==> src/rtl/core/cdfb_pkg.sv <==
// Package for the calibrated DAC frame builder: field widths, control bytes,
// register indexes, reset values and the item structs passed between stages.
// No dependencies.
`timescale 1ns / 1ps
`default_nettype none

package cdfb_pkg;

   localparam int VoltsWidth = 32;
   localparam int CodeWidth  = 16;
   localparam int FrameWidth = 24;
   localparam int SlopeWidth = 32;
   localparam int CsrIdxWidth = 4;
   localparam int CsrDataWidth = 32;

   // Divider widths: numerator is |diff| * 512 + slope, divisor 2 * slope.
   localparam int DiffWidth = VoltsWidth + 1;
   localparam int NumWidth  = DiffWidth + 9;
   localparam int DenWidth  = SlopeWidth + 1;
   localparam int RemWidth  = DenWidth;
   localparam int DivSteps  = CodeWidth;

   localparam logic [7:0] CTRL_OUT_A = 8'h24;
   localparam logic [7:0] CTRL_OUT_B = 8'h10;
   localparam logic [CodeWidth-1:0] CODE_MAX = 16'hFFFF;

   localparam logic [CsrIdxWidth-1:0] REG_SLOPE_A  = 4'd0;
   localparam logic [CsrIdxWidth-1:0] REG_OFFSET_A = 4'd1;
   localparam logic [CsrIdxWidth-1:0] REG_SLOPE_B  = 4'd2;
   localparam logic [CsrIdxWidth-1:0] REG_OFFSET_B = 4'd3;

   localparam logic [SlopeWidth-1:0] SLOPE_RESET  = 32'd655370;
   localparam logic [VoltsWidth-1:0] OFFSET_RESET = 32'd0;

   localparam logic CMD_VOLTS = 1'b0;
   localparam logic CMD_RAW   = 1'b1;

   typedef struct packed {
      logic [SlopeWidth-1:0] slope_a;
      logic [VoltsWidth-1:0] offset_a;
      logic [SlopeWidth-1:0] slope_b;
      logic [VoltsWidth-1:0] offset_b;
   } cal_type;

   typedef struct packed {
      logic                  cmd;
      logic                  jack;
      logic [VoltsWidth-1:0] target_volts;
      logic [CodeWidth-1:0]  raw_code;
   } req_item_type;

   typedef struct packed {
      logic                 cmd;
      logic                 jack;
      logic                 neg;
      logic                 ovf;
      logic [CodeWidth-1:0] raw_code;
      logic [DenWidth-1:0]  den;
      logic [RemWidth-1:0]  rem;
      logic [CodeWidth-1:0] num_low;
      logic [CodeWidth-1:0] quo;
   } div_item_type;

endpackage

`default_nettype wire

==> src/rtl/core/cdfb_ifs.sv <==
// Handshake interfaces of the DAC frame builder: request, response and
// register write channels. Depends on cdfb_pkg.
`timescale 1ns / 1ps
`default_nettype none

interface cdfb_req_if;
   import cdfb_pkg::*;
   logic                  valid;
   logic                  ready;
   logic                  cmd;
   logic                  jack;
   logic [VoltsWidth-1:0] target_volts;
   logic [CodeWidth-1:0]  raw_code;
   modport source (output valid, cmd, jack, target_volts, raw_code, input ready);
   modport sink (input valid, cmd, jack, target_volts, raw_code, output ready);
endinterface

interface cdfb_rsp_if;
   import cdfb_pkg::*;
   logic                  valid;
   logic                  ready;
   logic [FrameWidth-1:0] frame;
   logic [CodeWidth-1:0]  dac_code;
   logic                  saturated;
   modport source (output valid, frame, dac_code, saturated, input ready);
   modport sink (input valid, frame, dac_code, saturated, output ready);
endinterface

interface cdfb_csr_if;
   import cdfb_pkg::*;
   logic                    valid;
   logic                    ready;
   logic [CsrIdxWidth-1:0]  index;
   logic [CsrDataWidth-1:0] data;
   modport source (output valid, index, data, input ready);
   modport sink (input valid, index, data, output ready);
endinterface

`default_nettype wire

==> src/rtl/core/cdfb_cal_regs.sv <==
// Calibration register file: slope and offset for outputs A and B.
// Depends on cdfb_pkg and cdfb_csr_if.
`timescale 1ns / 1ps
`default_nettype none

module cdfb_cal_regs (
   input  wire              clock,
   input  wire              reset,
   cdfb_csr_if.sink         csr_bus,
   output cdfb_pkg::cal_type cal
);
   import cdfb_pkg::*;

   cal_type cal_ff;
   cal_type cal_in;

   assign csr_bus.ready = 1'b1;
   assign cal = cal_ff;

   always_comb begin
      cal_in = cal_ff;
      if (csr_bus.valid) begin
         case (csr_bus.index)
            REG_SLOPE_A:  cal_in.slope_a  = csr_bus.data;
            REG_OFFSET_A: cal_in.offset_a = csr_bus.data;
            REG_SLOPE_B:  cal_in.slope_b  = csr_bus.data;
            REG_OFFSET_B: cal_in.offset_b = csr_bus.data;
            default: ;
         endcase
      end
   end

   always_ff @(posedge clock) begin
      if (reset) begin
         cal_ff.slope_a  <= SLOPE_RESET;
         cal_ff.offset_a <= OFFSET_RESET;
         cal_ff.slope_b  <= SLOPE_RESET;
         cal_ff.offset_b <= OFFSET_RESET;
      end else begin
         cal_ff <= cal_in;
      end
   end

endmodule

`default_nettype wire

==> src/rtl/core/cdfb_front.sv <==
// Front end of the conversion pipeline: offset subtraction, magnitude,
// rounding numerator and overflow test, one register stage each.
// Depends on cdfb_pkg.
`timescale 1ns / 1ps
`default_nettype none

module cdfb_front (
   input  wire                    clock,
   input  wire                    reset,
   input  cdfb_pkg::cal_type      cal,
   input  wire                    in_valid,
   output logic                   in_ready,
   input  cdfb_pkg::req_item_type in_item,
   output logic                   out_valid,
   input  wire                    out_ready,
   output cdfb_pkg::div_item_type out_item
);
   import cdfb_pkg::*;

   // Stage 1: signed difference against the selected offset.
   logic                  s1_valid_ff;
   logic                  s1_cmd_ff, s1_jack_ff;
   logic [CodeWidth-1:0]  s1_raw_ff;
   logic [DiffWidth-1:0]  s1_diff_ff, s1_diff_in;
   logic [SlopeWidth-1:0] s1_slope_ff, s1_slope_in;
   logic                  s1_ready;
   logic [VoltsWidth-1:0] off_sel;

   // Stage 2: sign and magnitude.
   logic                  s2_valid_ff;
   logic                  s2_cmd_ff, s2_jack_ff, s2_neg_ff;
   logic [CodeWidth-1:0]  s2_raw_ff;
   logic [DiffWidth-1:0]  s2_mag_ff, s2_mag_in;
   logic [SlopeWidth-1:0] s2_slope_ff;
   logic                  s2_ready;

   // Stage 3: numerator and divisor for the rounded quotient.
   logic                  s3_valid_ff;
   logic                  s3_cmd_ff, s3_jack_ff, s3_neg_ff;
   logic [CodeWidth-1:0]  s3_raw_ff;
   logic [NumWidth-1:0]   s3_num_ff, s3_num_in;
   logic [DenWidth-1:0]   s3_den_ff;
   logic                  s3_ready;

   // Stage 4: overflow test and divider seed.
   logic                  s4_valid_ff;
   div_item_type          s4_item_ff, s4_item_in;
   logic                  s4_ready;

   assign off_sel     = in_item.jack ? cal.offset_b : cal.offset_a;
   assign s1_diff_in  = {in_item.target_volts[VoltsWidth-1], in_item.target_volts}
                        - {off_sel[VoltsWidth-1], off_sel};
   always_comb begin
      s1_slope_in = in_item.jack ? cal.slope_b : cal.slope_a;
      // A zero slope is treated as the smallest slope.
      if (s1_slope_in == '0) begin
         s1_slope_in = SlopeWidth'(1);
      end
   end

   assign s2_mag_in = s1_diff_ff[DiffWidth-1] ? (~s1_diff_ff + DiffWidth'(1)) : s1_diff_ff;
   assign s3_num_in = {s2_mag_ff, 9'd0} + NumWidth'(s2_slope_ff);

   always_comb begin
      s4_item_in          = '0;
      s4_item_in.cmd      = s3_cmd_ff;
      s4_item_in.jack     = s3_jack_ff;
      s4_item_in.neg      = s3_neg_ff;
      s4_item_in.raw_code = s3_raw_ff;
      s4_item_in.den      = s3_den_ff;
      s4_item_in.ovf      = ((NumWidth + 7)'(s3_num_ff) >= (NumWidth + 7)'({s3_den_ff, 16'd0}));
      s4_item_in.rem      = RemWidth'(s3_num_ff[NumWidth-1:CodeWidth]);
      s4_item_in.num_low  = s3_num_ff[CodeWidth-1:0];
   end

   assign s4_ready = !s4_valid_ff || out_ready;
   assign s3_ready = !s3_valid_ff || s4_ready;
   assign s2_ready = !s2_valid_ff || s3_ready;
   assign s1_ready = !s1_valid_ff || s2_ready;
   assign in_ready = s1_ready;

   assign out_valid = s4_valid_ff;
   assign out_item  = s4_item_ff;

   always_ff @(posedge clock) begin
      if (reset) begin
         s1_valid_ff <= 1'b0;
         s2_valid_ff <= 1'b0;
         s3_valid_ff <= 1'b0;
         s4_valid_ff <= 1'b0;
      end else begin
         if (s1_ready) begin
            s1_valid_ff <= in_valid;
         end
         if (s2_ready) begin
            s2_valid_ff <= s1_valid_ff;
         end
         if (s3_ready) begin
            s3_valid_ff <= s2_valid_ff;
         end
         if (s4_ready) begin
            s4_valid_ff <= s3_valid_ff;
         end
      end
   end

   always_ff @(posedge clock) begin
      if (s1_ready && in_valid) begin
         s1_cmd_ff   <= in_item.cmd;
         s1_jack_ff  <= in_item.jack;
         s1_raw_ff   <= in_item.raw_code;
         s1_diff_ff  <= s1_diff_in;
         s1_slope_ff <= s1_slope_in;
      end
      if (s2_ready && s1_valid_ff) begin
         s2_cmd_ff   <= s1_cmd_ff;
         s2_jack_ff  <= s1_jack_ff;
         s2_raw_ff   <= s1_raw_ff;
         s2_neg_ff   <= s1_diff_ff[DiffWidth-1];
         s2_mag_ff   <= s2_mag_in;
         s2_slope_ff <= s1_slope_ff;
      end
      if (s3_ready && s2_valid_ff) begin
         s3_cmd_ff  <= s2_cmd_ff;
         s3_jack_ff <= s2_jack_ff;
         s3_raw_ff  <= s2_raw_ff;
         s3_neg_ff  <= s2_neg_ff;
         s3_num_ff  <= s3_num_in;
         s3_den_ff  <= {s2_slope_ff, 1'b0};
      end
      if (s4_ready && s3_valid_ff) begin
         s4_item_ff <= s4_item_in;
      end
   end

endmodule

`default_nettype wire

==> src/rtl/core/cdfb_div_stage.sv <==
// One restoring-division step with its pipeline register: brings down one
// numerator bit and produces one quotient bit. Depends on cdfb_pkg.
`timescale 1ns / 1ps
`default_nettype none

module cdfb_div_stage (
   input  wire                    clock,
   input  wire                    reset,
   input  wire                    in_valid,
   output logic                   in_ready,
   input  cdfb_pkg::div_item_type in_item,
   output logic                   out_valid,
   input  wire                    out_ready,
   output cdfb_pkg::div_item_type out_item
);
   import cdfb_pkg::*;

   logic                valid_ff;
   div_item_type        item_ff, item_in;
   logic [RemWidth:0]   trial;
   logic [RemWidth:0]   diff;
   logic                qbit;

   assign trial = {in_item.rem, in_item.num_low[CodeWidth-1]};
   assign diff  = trial - {1'b0, in_item.den};
   assign qbit  = (trial >= {1'b0, in_item.den});

   always_comb begin
      item_in         = in_item;
      item_in.rem     = qbit ? diff[RemWidth-1:0] : trial[RemWidth-1:0];
      item_in.num_low = {in_item.num_low[CodeWidth-2:0], 1'b0};
      item_in.quo     = {in_item.quo[CodeWidth-2:0], qbit};
   end

   assign in_ready  = !valid_ff || out_ready;
   assign out_valid = valid_ff;
   assign out_item  = item_ff;

   always_ff @(posedge clock) begin
      if (reset) begin
         valid_ff <= 1'b0;
      end else if (in_ready) begin
         valid_ff <= in_valid;
      end
   end

   always_ff @(posedge clock) begin
      if (in_ready && in_valid) begin
         item_ff <= item_in;
      end
   end

endmodule

`default_nettype wire

==> src/rtl/core/calibrated_dac_frame_builder.sv <==
// Top level of the calibrated DAC frame builder: register file, pipeline
// front end, sixteen division steps and the frame output register.
// Depends on cdfb_pkg, cdfb_ifs, cdfb_cal_regs, cdfb_front, cdfb_div_stage.
//
// Usage: each item on req_bus either converts target_volts (cmd 0) or passes
// raw_code (cmd 1) for output A (jack 0) or output B (jack 1). A voltage has
// the selected offset removed, is divided by the selected slope, rounded
// half away from zero and clamped to 0..65535, with saturated set when the
// code had to be clamped. Exactly one item leaves on rsp_bus per input item,
// carrying the 24-bit frame (control byte 0x24 for A, 0x10 for B, then the
// code) and the code itself.
// Calibration is written on csr_bus (index 0 slope_a, 1 offset_a, 2 slope_b,
// 3 offset_b), which is always ready; write it only while the pipeline is
// empty. An item passes 21 registers: four front-end stages, one stage per
// quotient bit of the sixteen-step restoring divider, and the output
// register; the first is loaded at the accepting edge. Throughput is one
// item per cycle while rsp_bus takes items. When rsp_bus stalls, items
// close up behind the output register into empty stages, and req_bus.ready
// falls only once the pipeline is full.
// Reset empties the pipeline and loads the calibration reset values.
`timescale 1ns / 1ps
`default_nettype none

module calibrated_dac_frame_builder (
   input  wire         clock,
   input  wire         reset,
   cdfb_csr_if.sink    csr_bus,
   cdfb_req_if.sink    req_bus,
   cdfb_rsp_if.source  rsp_bus
);
   import cdfb_pkg::*;

   cal_type       cal;
   req_item_type  req_item;

   // Stage handshakes: index 0 is the front end output, index k the output
   // of division step k.
   logic          stg_valid [DivSteps+1];
   logic          stg_ready [DivSteps+1];
   div_item_type  stg_item  [DivSteps+1];

   // Output register.
   logic                  out_valid_ff;
   logic [FrameWidth-1:0] frame_ff, frame_in;
   logic [CodeWidth-1:0]  code_ff, code_in;
   logic                  sat_ff, sat_in;
   logic                  out_ready;
   div_item_type          last;

   cdfb_cal_regs u_cal_regs (
      .clock   (clock),
      .reset   (reset),
      .csr_bus (csr_bus),
      .cal     (cal)
   );

   assign req_item.cmd          = req_bus.cmd;
   assign req_item.jack         = req_bus.jack;
   assign req_item.target_volts = req_bus.target_volts;
   assign req_item.raw_code     = req_bus.raw_code;

   cdfb_front u_front (
      .clock     (clock),
      .reset     (reset),
      .cal       (cal),
      .in_valid  (req_bus.valid),
      .in_ready  (req_bus.ready),
      .in_item   (req_item),
      .out_valid (stg_valid[0]),
      .out_ready (stg_ready[0]),
      .out_item  (stg_item[0])
   );

   // One quotient bit per stage, most significant first.
   for (genvar k = 0; k < DivSteps; k++) begin : g_div
      cdfb_div_stage u_step (
         .clock     (clock),
         .reset     (reset),
         .in_valid  (stg_valid[k]),
         .in_ready  (stg_ready[k]),
         .in_item   (stg_item[k]),
         .out_valid (stg_valid[k+1]),
         .out_ready (stg_ready[k+1]),
         .out_item  (stg_item[k+1])
      );
   end

   assign last = stg_item[DivSteps];

   // Code selection. A negative quotient gives code zero and is flagged
   // only when it did not round to zero; the overflow test covers any
   // quotient above the code range, whose divider bits are then unused.
   always_comb begin
      sat_in  = 1'b0;
      code_in = last.quo;
      if (last.cmd == CMD_RAW) begin
         code_in = last.raw_code;
      end else if (last.neg) begin
         code_in = '0;
         sat_in  = last.ovf || (last.quo != '0);
      end else if (last.ovf) begin
         code_in = CODE_MAX;
         sat_in  = 1'b1;
      end
      frame_in = {(last.jack ? CTRL_OUT_B : CTRL_OUT_A), code_in};
   end

   assign out_ready            = !out_valid_ff || rsp_bus.ready;
   assign stg_ready[DivSteps]  = out_ready;

   always_ff @(posedge clock) begin
      if (reset) begin
         out_valid_ff <= 1'b0;
      end else if (out_ready) begin
         out_valid_ff <= stg_valid[DivSteps];
      end
   end

   always_ff @(posedge clock) begin
      if (out_ready && stg_valid[DivSteps]) begin
         frame_ff <= frame_in;
         code_ff  <= code_in;
         sat_ff   <= sat_in;
      end
   end

   assign rsp_bus.valid     = out_valid_ff;
   assign rsp_bus.frame     = frame_ff;
   assign rsp_bus.dac_code  = code_ff;
   assign rsp_bus.saturated = sat_ff;

`ifndef NO_ASSERTIONS
   // A clamped code sits at one of the two range limits.
   a_sat_at_limit: assert property (@(posedge clock) disable iff (reset)
      rsp_bus.valid && rsp_bus.saturated |->
         (rsp_bus.dac_code == '0) || (rsp_bus.dac_code == CODE_MAX))
      else $error("saturated result with a code inside the range");

   // The frame's low bytes carry the reported code.
   a_frame_code: assert property (@(posedge clock) disable iff (reset)
      rsp_bus.valid |-> rsp_bus.frame[CodeWidth-1:0] == rsp_bus.dac_code)
      else $error("frame code bytes differ from dac_code");

   // The control byte is one of the two output selections.
   a_ctrl_byte: assert property (@(posedge clock) disable iff (reset)
      rsp_bus.valid |-> (rsp_bus.frame[FrameWidth-1:CodeWidth] == CTRL_OUT_A) ||
                        (rsp_bus.frame[FrameWidth-1:CodeWidth] == CTRL_OUT_B))
      else $error("unknown control byte in frame");

   // A free-flowing output never holds back the input.
   a_no_false_stall: assert property (@(posedge clock) disable iff (reset)
      rsp_bus.ready |-> req_bus.ready)
      else $error("input stalled while the output is taking items");
`endif

endmodule

`default_nettype wire

==> src/flat_wrapper.sv <==
// flat-port wrapper written by rule: the top's interface ports become plain ports
module calibrated_dac_frame_builder_flat import cdfb_pkg::*;
  (clock, reset, csr_bus_valid, csr_bus_index, csr_bus_data, csr_bus_ready, req_bus_valid, req_bus_cmd, req_bus_jack, req_bus_target_volts, req_bus_raw_code, req_bus_ready, rsp_bus_valid, rsp_bus_frame, rsp_bus_dac_code, rsp_bus_saturated, rsp_bus_ready);
  cdfb_csr_if csr_bus_i ();
  cdfb_req_if req_bus_i ();
  cdfb_rsp_if rsp_bus_i ();
  input  wire clock;
  input  wire reset;
  input wire logic [$bits(csr_bus_i.valid)-1:0] csr_bus_valid;
  input wire logic [$bits(csr_bus_i.index)-1:0] csr_bus_index;
  input wire logic [$bits(csr_bus_i.data)-1:0] csr_bus_data;
  output wire logic [$bits(csr_bus_i.ready)-1:0] csr_bus_ready;
  input wire logic [$bits(req_bus_i.valid)-1:0] req_bus_valid;
  input wire logic [$bits(req_bus_i.cmd)-1:0] req_bus_cmd;
  input wire logic [$bits(req_bus_i.jack)-1:0] req_bus_jack;
  input wire logic [$bits(req_bus_i.target_volts)-1:0] req_bus_target_volts;
  input wire logic [$bits(req_bus_i.raw_code)-1:0] req_bus_raw_code;
  output wire logic [$bits(req_bus_i.ready)-1:0] req_bus_ready;
  output wire logic [$bits(rsp_bus_i.valid)-1:0] rsp_bus_valid;
  output wire logic [$bits(rsp_bus_i.frame)-1:0] rsp_bus_frame;
  output wire logic [$bits(rsp_bus_i.dac_code)-1:0] rsp_bus_dac_code;
  output wire logic [$bits(rsp_bus_i.saturated)-1:0] rsp_bus_saturated;
  input wire logic [$bits(rsp_bus_i.ready)-1:0] rsp_bus_ready;
  assign csr_bus_i.valid = csr_bus_valid;
  assign csr_bus_i.index = csr_bus_index;
  assign csr_bus_i.data = csr_bus_data;
  assign csr_bus_ready = csr_bus_i.ready;
  assign req_bus_i.valid = req_bus_valid;
  assign req_bus_i.cmd = req_bus_cmd;
  assign req_bus_i.jack = req_bus_jack;
  assign req_bus_i.target_volts = req_bus_target_volts;
  assign req_bus_i.raw_code = req_bus_raw_code;
  assign req_bus_ready = req_bus_i.ready;
  assign rsp_bus_valid = rsp_bus_i.valid;
  assign rsp_bus_frame = rsp_bus_i.frame;
  assign rsp_bus_dac_code = rsp_bus_i.dac_code;
  assign rsp_bus_saturated = rsp_bus_i.saturated;
  assign rsp_bus_i.ready = rsp_bus_ready;
  calibrated_dac_frame_builder u_core (.clock(clock), .reset(reset), .csr_bus(csr_bus_i), .req_bus(req_bus_i), .rsp_bus(rsp_bus_i));
endmodule
==> config.mk <==
export PLATFORM = sky130hd
export DESIGN_NAME = calibrated_dac_frame_builder_flat
export DESIGN_NICKNAME = d
export VERILOG_FILES = /design/src/rtl/core/cdfb_pkg.sv /design/src/rtl/core/cdfb_ifs.sv /design/src/rtl/core/cdfb_cal_regs.sv /design/src/rtl/core/cdfb_front.sv /design/src/rtl/core/cdfb_div_stage.sv /design/src/rtl/core/calibrated_dac_frame_builder.sv /design/src/flat_wrapper.sv
export SDC_FILE = /design/constraint.sdc
export NUM_CORES = 2
export LEC_CHECK = 0
export BUFFER_PORTS_ARGS = -buffer_cell sky130_fd_sc_hd__buf_4
export CAP_MARGIN = 0
export CORE_ASPECT_RATIO = 1.4
export CORE_UTILIZATION = 65
export CTS_BUF_LIST = sky130_fd_sc_hd__clkbuf_8
export CTS_CLUSTER_SIZE = 8
export DETAILED_ROUTE_END_ITERATION = 8
export GPL_ROUTABILITY_DRIVEN = 0
export PLACE_DENSITY = 0.87
export SKIP_LAST_GASP = 1
export SLEW_MARGIN = 30
export SYNTH_ARGS = -nofsm -noshare
export SYNTH_HDL_FRONTEND = slang
export SYNTH_HIERARCHICAL = 1
export SYNTH_SLANG_ARGS = --single-unit
==> constraint.sdc <==
create_clock -name clock -period 13.7 [get_ports clock]
set_clock_uncertainty 0.05 [all_clocks]
set_input_delay 2.74 -clock clock [delete_from_list [all_inputs] [get_ports clock]]
set_output_delay 2.74 -clock clock [all_outputs]
set_load 0.05 [all_outputs]
Word level (Yosys, flattened, before mapping)
Index checks and enable logic that the tools add are counted.

Register bits after elaboration: 2095. Latch bits: 0. Memory bits (writable): 0. ROM bits: 0. Bits of input ports: 91. Output and inout port bits: 44. Logic and storage cells: 330. Memories kept: 0.

$add $sub $neg: 18. Multiply operators: 0. Divide/modulo/power cells: 0. Magnitude comparators: 17. Equal/unequal tests: 3. Shift operators: 0. Muxes and demuxes: 24. Bitwise logic cells: 1. Reduce and logical (&&, ||, !) cells: 71.

Operators with widths (number): 34-bit by 33-bit greater-or-equal comparator with 1-bit output (15); 33-bit two-way mux (14); 33-bit subtractor (14); 32-bit two-way mux (3); 42-bit by 49-bit greater-or-equal comparator with 1-bit output (1); 16-bit two-way mux (3); 42-bit by 32-bit adder with 42-bit output (1); 33-bit by 1-bit adder with 33-bit output (second input constant) (1); 27-bit by 33-bit greater-or-equal comparator with 1-bit output (1); 33-bit NOT (1); 27-bit by 33-bit subtractor with 33-bit output (1); 32-bit by 32-bit subtractor with 33-bit output (1); 32-bit zero test (1); 27-bit two-way mux (1); 1-bit logical OR (22); 1-bit logical AND (21); 1-bit zero test (21); 16-bit nonzero test (1); 4-bit by 2-bit == test with 1-bit output (second input constant) (2); 2-bit AND reduction (4); 6-bit two-way mux (1); 4-bit by 1-bit == test with 1-bit output (second input constant) (1); 4-bit zero test (1); 1-bit two-way mux (2).

Logic depth before layout (Yosys ltp)
Word-level depth: 23. Depth in mapped cells: 21. Gate-level depth less buffers: 21.

Hierarchy
Netlist, hierarchy kept.

By module, submodules not included: cdfb_div_stage at u_core.g_div[11].u_step ... (times used 10, cells each 490, area an instance 6098.3 um2, sequential area each 3533.4 um2); cdfb_div_stage at u_core.g_div[0].u_step ... (times used 4, cells each 490, area an instance 5970.7 um2, sequential area each 3533.4 um2); cdfb_front (times used 1, cells each 1099, area an instance 15652.5 um2, sequential area each 10169.8 um2); cdfb_div_stage at u_core.g_div[15].u_step (times used 1, cells each 484, area an instance 5908.2 um2, sequential area each 3533.4 um2); cdfb_div_stage at u_core.g_div[10].u_step (times used 1, cells each 486, area an instance 5903.2 um2, sequential area each 3533.4 um2); cdfb_cal_regs (times used 1, cells each 462, area an instance 5117.4 um2, sequential area each 2562.5 um2); calibrated_dac_frame_builder (times used 1, cells each 112, area an instance 1141.1 um2, sequential area each 590.6 um2).

Worst setup path before layout
OpenSTA, ideal clock, no wires.

Path kind: input-to-reg. Start point: input port rsp_bus_ready. End point: register u_core.u_front.s3_cmd_ff, enable pin. Setup time: 0.655 ns. Data arrival time: 10.980 ns. Data required time: 12.995 ns. Setup slack: 2.015 ns. Stages: 19. Path buffers: 0. Cells stage by stage: nand2b_1 > nand2b_1 > nand2b_1 > nand2b_1 > nand2b_1 > nand2b_1 > nand2b_1 > nand2b_1 > nand2b_1 > nand2b_1 > nand2b_1 > nand2b_1 > nand2b_1 > nand2b_1 > nand2b_1 > nand2b_1 > nand2b_1 > nor2b_1 > a21boi_0.

RTL lines: start, declared (RTL line flat_wrapper.sv:23) `input wire logic [$bits(rsp_bus_i.ready)-1:0] rsp_bus_ready;`; end signal, assigned (RTL line cdfb_front.sv:124) `s3_cmd_ff <= s2_cmd_ff;`; end, declared (RTL line cdfb_front.sv:39) `logic s3_cmd_ff, s3_jack_ff, s3_neg_ff;`.

==> flow_metrics.py <==
metrics = {
    "setup_path": {
        "crit_path_start_kind": "input pin",
        "crit_start": "rsp_bus_ready",
        "cp.arrival_ps": 7520,
        "cpLargestDelayFamily": "simple AND/OR/NAND/NOR gates",
        "cp_common_cell": "nand2b_1",
        "slowest_delay_ps": 530,
        "cp_max_fo": 5,
        "path_buf_inv": 2,
        "required_ps": 10910,
        "path_class": "in2out",
        "end_kind": "output port",
        "r2r-start": "u_core/rsp_bus.valid",
        "crit_chain": "buf_4 -> nand2b_1 -> nand2b_1 -> nand2b_1 -> nand2b_1 -> nand2b_1 -> nand2b_1 -> nand2b_1 -> nand2b_1 -> nand2b_1 -> nand2b_1 -> nand2b_1 -> nand2b_1 -> nand2b_1 -> nand2b_1 -> nand2b_1 -> nand2b_1 -> nand2b_1 -> nor2b_1 -> and3_1 -> nand2_1 -> buf_4",
        "slowest_stage": "nor2b_1",
    },
    "detailed_routing": {
        "wl_met2_um": 135000,
        "top_layer": "met5",
        "drc": 0,
        "first_pass_iters": 9,
        "drt-total-wl_um": 252000,
        "drtAntennaViolNets": 0,
        "vias_per_cell": 6.34,
        "met1Wirelength_um": 76000,
        "wl_met3_um": 13100,
        "drt_iter0_drc": 5970,
        "vias": 72100,
        "wl_per_cell_um": 22.1,
    },
    "job": {
        "cap_violations": 0,
    },
    "clocking": {
        "cts_tree": "built",
        "cts_buffer_depth": 4,
        "cts_setup_buffers": 0,
        "clk_pin_slew_ps": 60,
        "ctsHoldBuffers": 0,
        "cts-root-buf": "clkbuf_8",
        "htreeDepth": 5,
        "insertion_delay_ps": 1040,
        "clock_sinks": 2070,
        "cts_buffers": 322,
        "cts_resized": 0,
    },
    "timing": {
        "worstMarginPinSlew_ps": 1090,
        "setup_violations": 0,
        "hold_viol_final": 0,
        "rsz0062_at_grt": "false",
        "slew_headroom_pct": 27.0,
        "period_minus_slack_ps": 10310,
        "fmax_mhz": 97.0,
        "slew_viol_final": 0,
        "timing.final.crit_share_pct": 75.3,
        "tns_ps": 0,
    },
    "finish": {
        "final_nets": 9802,
        "fillCellCount": 10300,
        "fin_area_um2": 114000,
        "layout-area-overhead-vs-synth_pct": 6.20,
        "drive_above_1_share_pct": 13.0,
    },
    "pwr": {
        "leakagePower_uw": 0.0439,
        "p_per_area_nw_per_um2": 102,
        "ir_drop_v": 0.000116,
    },
    "place": {
        "placed_area_um2": 109000,
        "hpwl_um": 189000,
        "numPortBuffers": 128,
    },
    "die": {
        "die_w_um": 346,
        "ioPinCount": 135,
        "dieHeight_um": 484,
        "dieArea_um2": 167000,
        "initial_core_util_pct": 65.5,
        "core_area_um2": 164000,
        "rows": 176,
    },
    "worst_hold_path": {
        "worstHoldStart": "u_core/g_div[10].u_step/out_item[3]",
        "hold_class": "reg2reg",
    },
    "global_routing": {
        "grt_pass1_vias": 74200,
        "grt_max_degree": 123,
        "gr-total-overflow": 0,
        "antenna_found_initial": 11,
        "gr-usage-all-layers_pct": 29.9,
        "grt_first_pass_wirelength_um": 390000,
    },
    "yosys": {
        "yosysWarnings": 6,
        "syn_area_per_cell_um2": 12.1,
        "synth_cells": 8923,
        "netlist_area_um2": 108000,
    },
    "run_status": {
        "status": "finished clean",
    },
}
-- final cells by class --
cell class | instances | area [um2] | area share [%]
Antenna cell | 5 | 12.5 | 0.0109
Clock buffer | 327 | 4500 | 3.93
Clock inverter | 147 | 617 | 0.539
Inverter | 775 | 2910 | 2.54
Multi-Input combinational cell | 5740 | 41700 | 36.4
Sequential cell | 2070 | 60700 | 53.0
Tap cell | 2136 | 2670 | 2.34
Timing Repair Buffer | 175 | 1340 | 1.17
-- flip-flops by register name, summed over array words and instances, names as in the netlist, 3 cells and up --
register and cells:
u_core/g_div.u_step/out_item 1566, u_core/u_front/s3_den_ff 23, u_core/u_cal_regs/cal 128, u_core/u_front/out_item 85
u_core/u_front/s1_raw_ff 16, u_core/rsp_bus.dac_code 15, u_core/u_front/s1_diff_ff 33, u_core/u_front/s2_slope_ff 32
u_core/u_front/s1_slope_ff 32, u_core/u_front/s3_num_ff 42, u_core/u_front/s3_raw_ff 16, u_core/u_front/s2_mag_ff 33
u_core/g_div.u_step/out_valid 16, u_core/u_front/s2_raw_ff 16, u_core/rsp_bus.frame 3
-- through the flow --
step | hold slack [ps] | setup WS, ps | cells | total power (uW) | util (%)
global route | 290 | 3130 | 11400 | 12100 | 69.6
floorplan | 350 | 2020 | 8934 | 7320 | -
CTS | 270 | 3440 | 11400 | 11800 | 69.5
detailed placement | 355 | 3570 | 10900 | 7420 | 66.4
global placement | 350 | 3740 | 10900 | 7400 | 66.4
finish | 273 | 3390 | 11400 | 11700 | 69.6
-- power by group --
group | internal [uW] | switching, uW | total (uW)
logic | 148 | 217 | 365
registers | 6900 | 43.8 | 6940
clock network | 2170 | 2230 | 4400
total | 9220 | 2490 | 11700
-- metal layers --
| layer | up-vias | GRT usage (%) |
|---|---|---|
| met5 | - | 0 |
| met4 | 4 | 29.0 |
| met3 | 1354 | 5.31 |
| met2 | 3484 | 56.4 |
| met1 | 34200 | 25.7 |
| li1 | 33000 | - |
-- layout by cell type (no fill, tap or decap), types with 37 or more instances in the layout --
cell type,n
o21ai_2,277
nor3_1,77
nand2_1,782
buf_4,170
xnor2_1,289
nand2b_1,240
or3_1,37
a21o_1,212
o21ai_1,139
xor2_1,216
o21a_1,67
nor4_1,65
nand3_1,111
nand4_1,90
dfxtp_1,149
nand2_2,100
inv_1,876
clkbuf_8,327
a21oi_1,580
o21bai_1,105
a31oi_1,49
and3_1,105
o31ai_1,92
nor2_1,286
nor2b_1,44
ha_1,609
edfxtp_1,1921
o21ai_0,326
a211oi_1,48
o211ai_1,50
mux2i_1,161
-- worst reg2reg max path, cell delays in order (launching register included) --
cell and delay, ps:
dfxtp_1 340, nand2b_1 90, nand2b_1 180, nand2b_1 210
nand2b_1 230, nand2b_1 210, nand2b_1 190, nand2b_1 180
nand2b_1 190, nand2b_1 190, nand2b_1 190, nand2b_1 190
nand2b_1 200, nand2b_1 200, nand2b_1 190, nand2b_1 200
nand2b_1 220, nand2b_1 210, nor2b_1 530, and3_1 430
nor2b_4 170, buf_4 400
-- worst paths after layout --
check | end | slack (ps) | cells past startpoint
worst max register to register | u_core/u_front/s2_mag_ff[0] | 8080 | 21
worst min register to register | u_core/g_div[11].u_step/out_item[4] | 270 | 0
worst max-delay path | req_bus_ready | 3390 | 22
worst min-delay path | u_core/g_div[11].u_step/out_item[4] | 270 | 0
No activity file was read; power rests on OpenSTA's default activity.
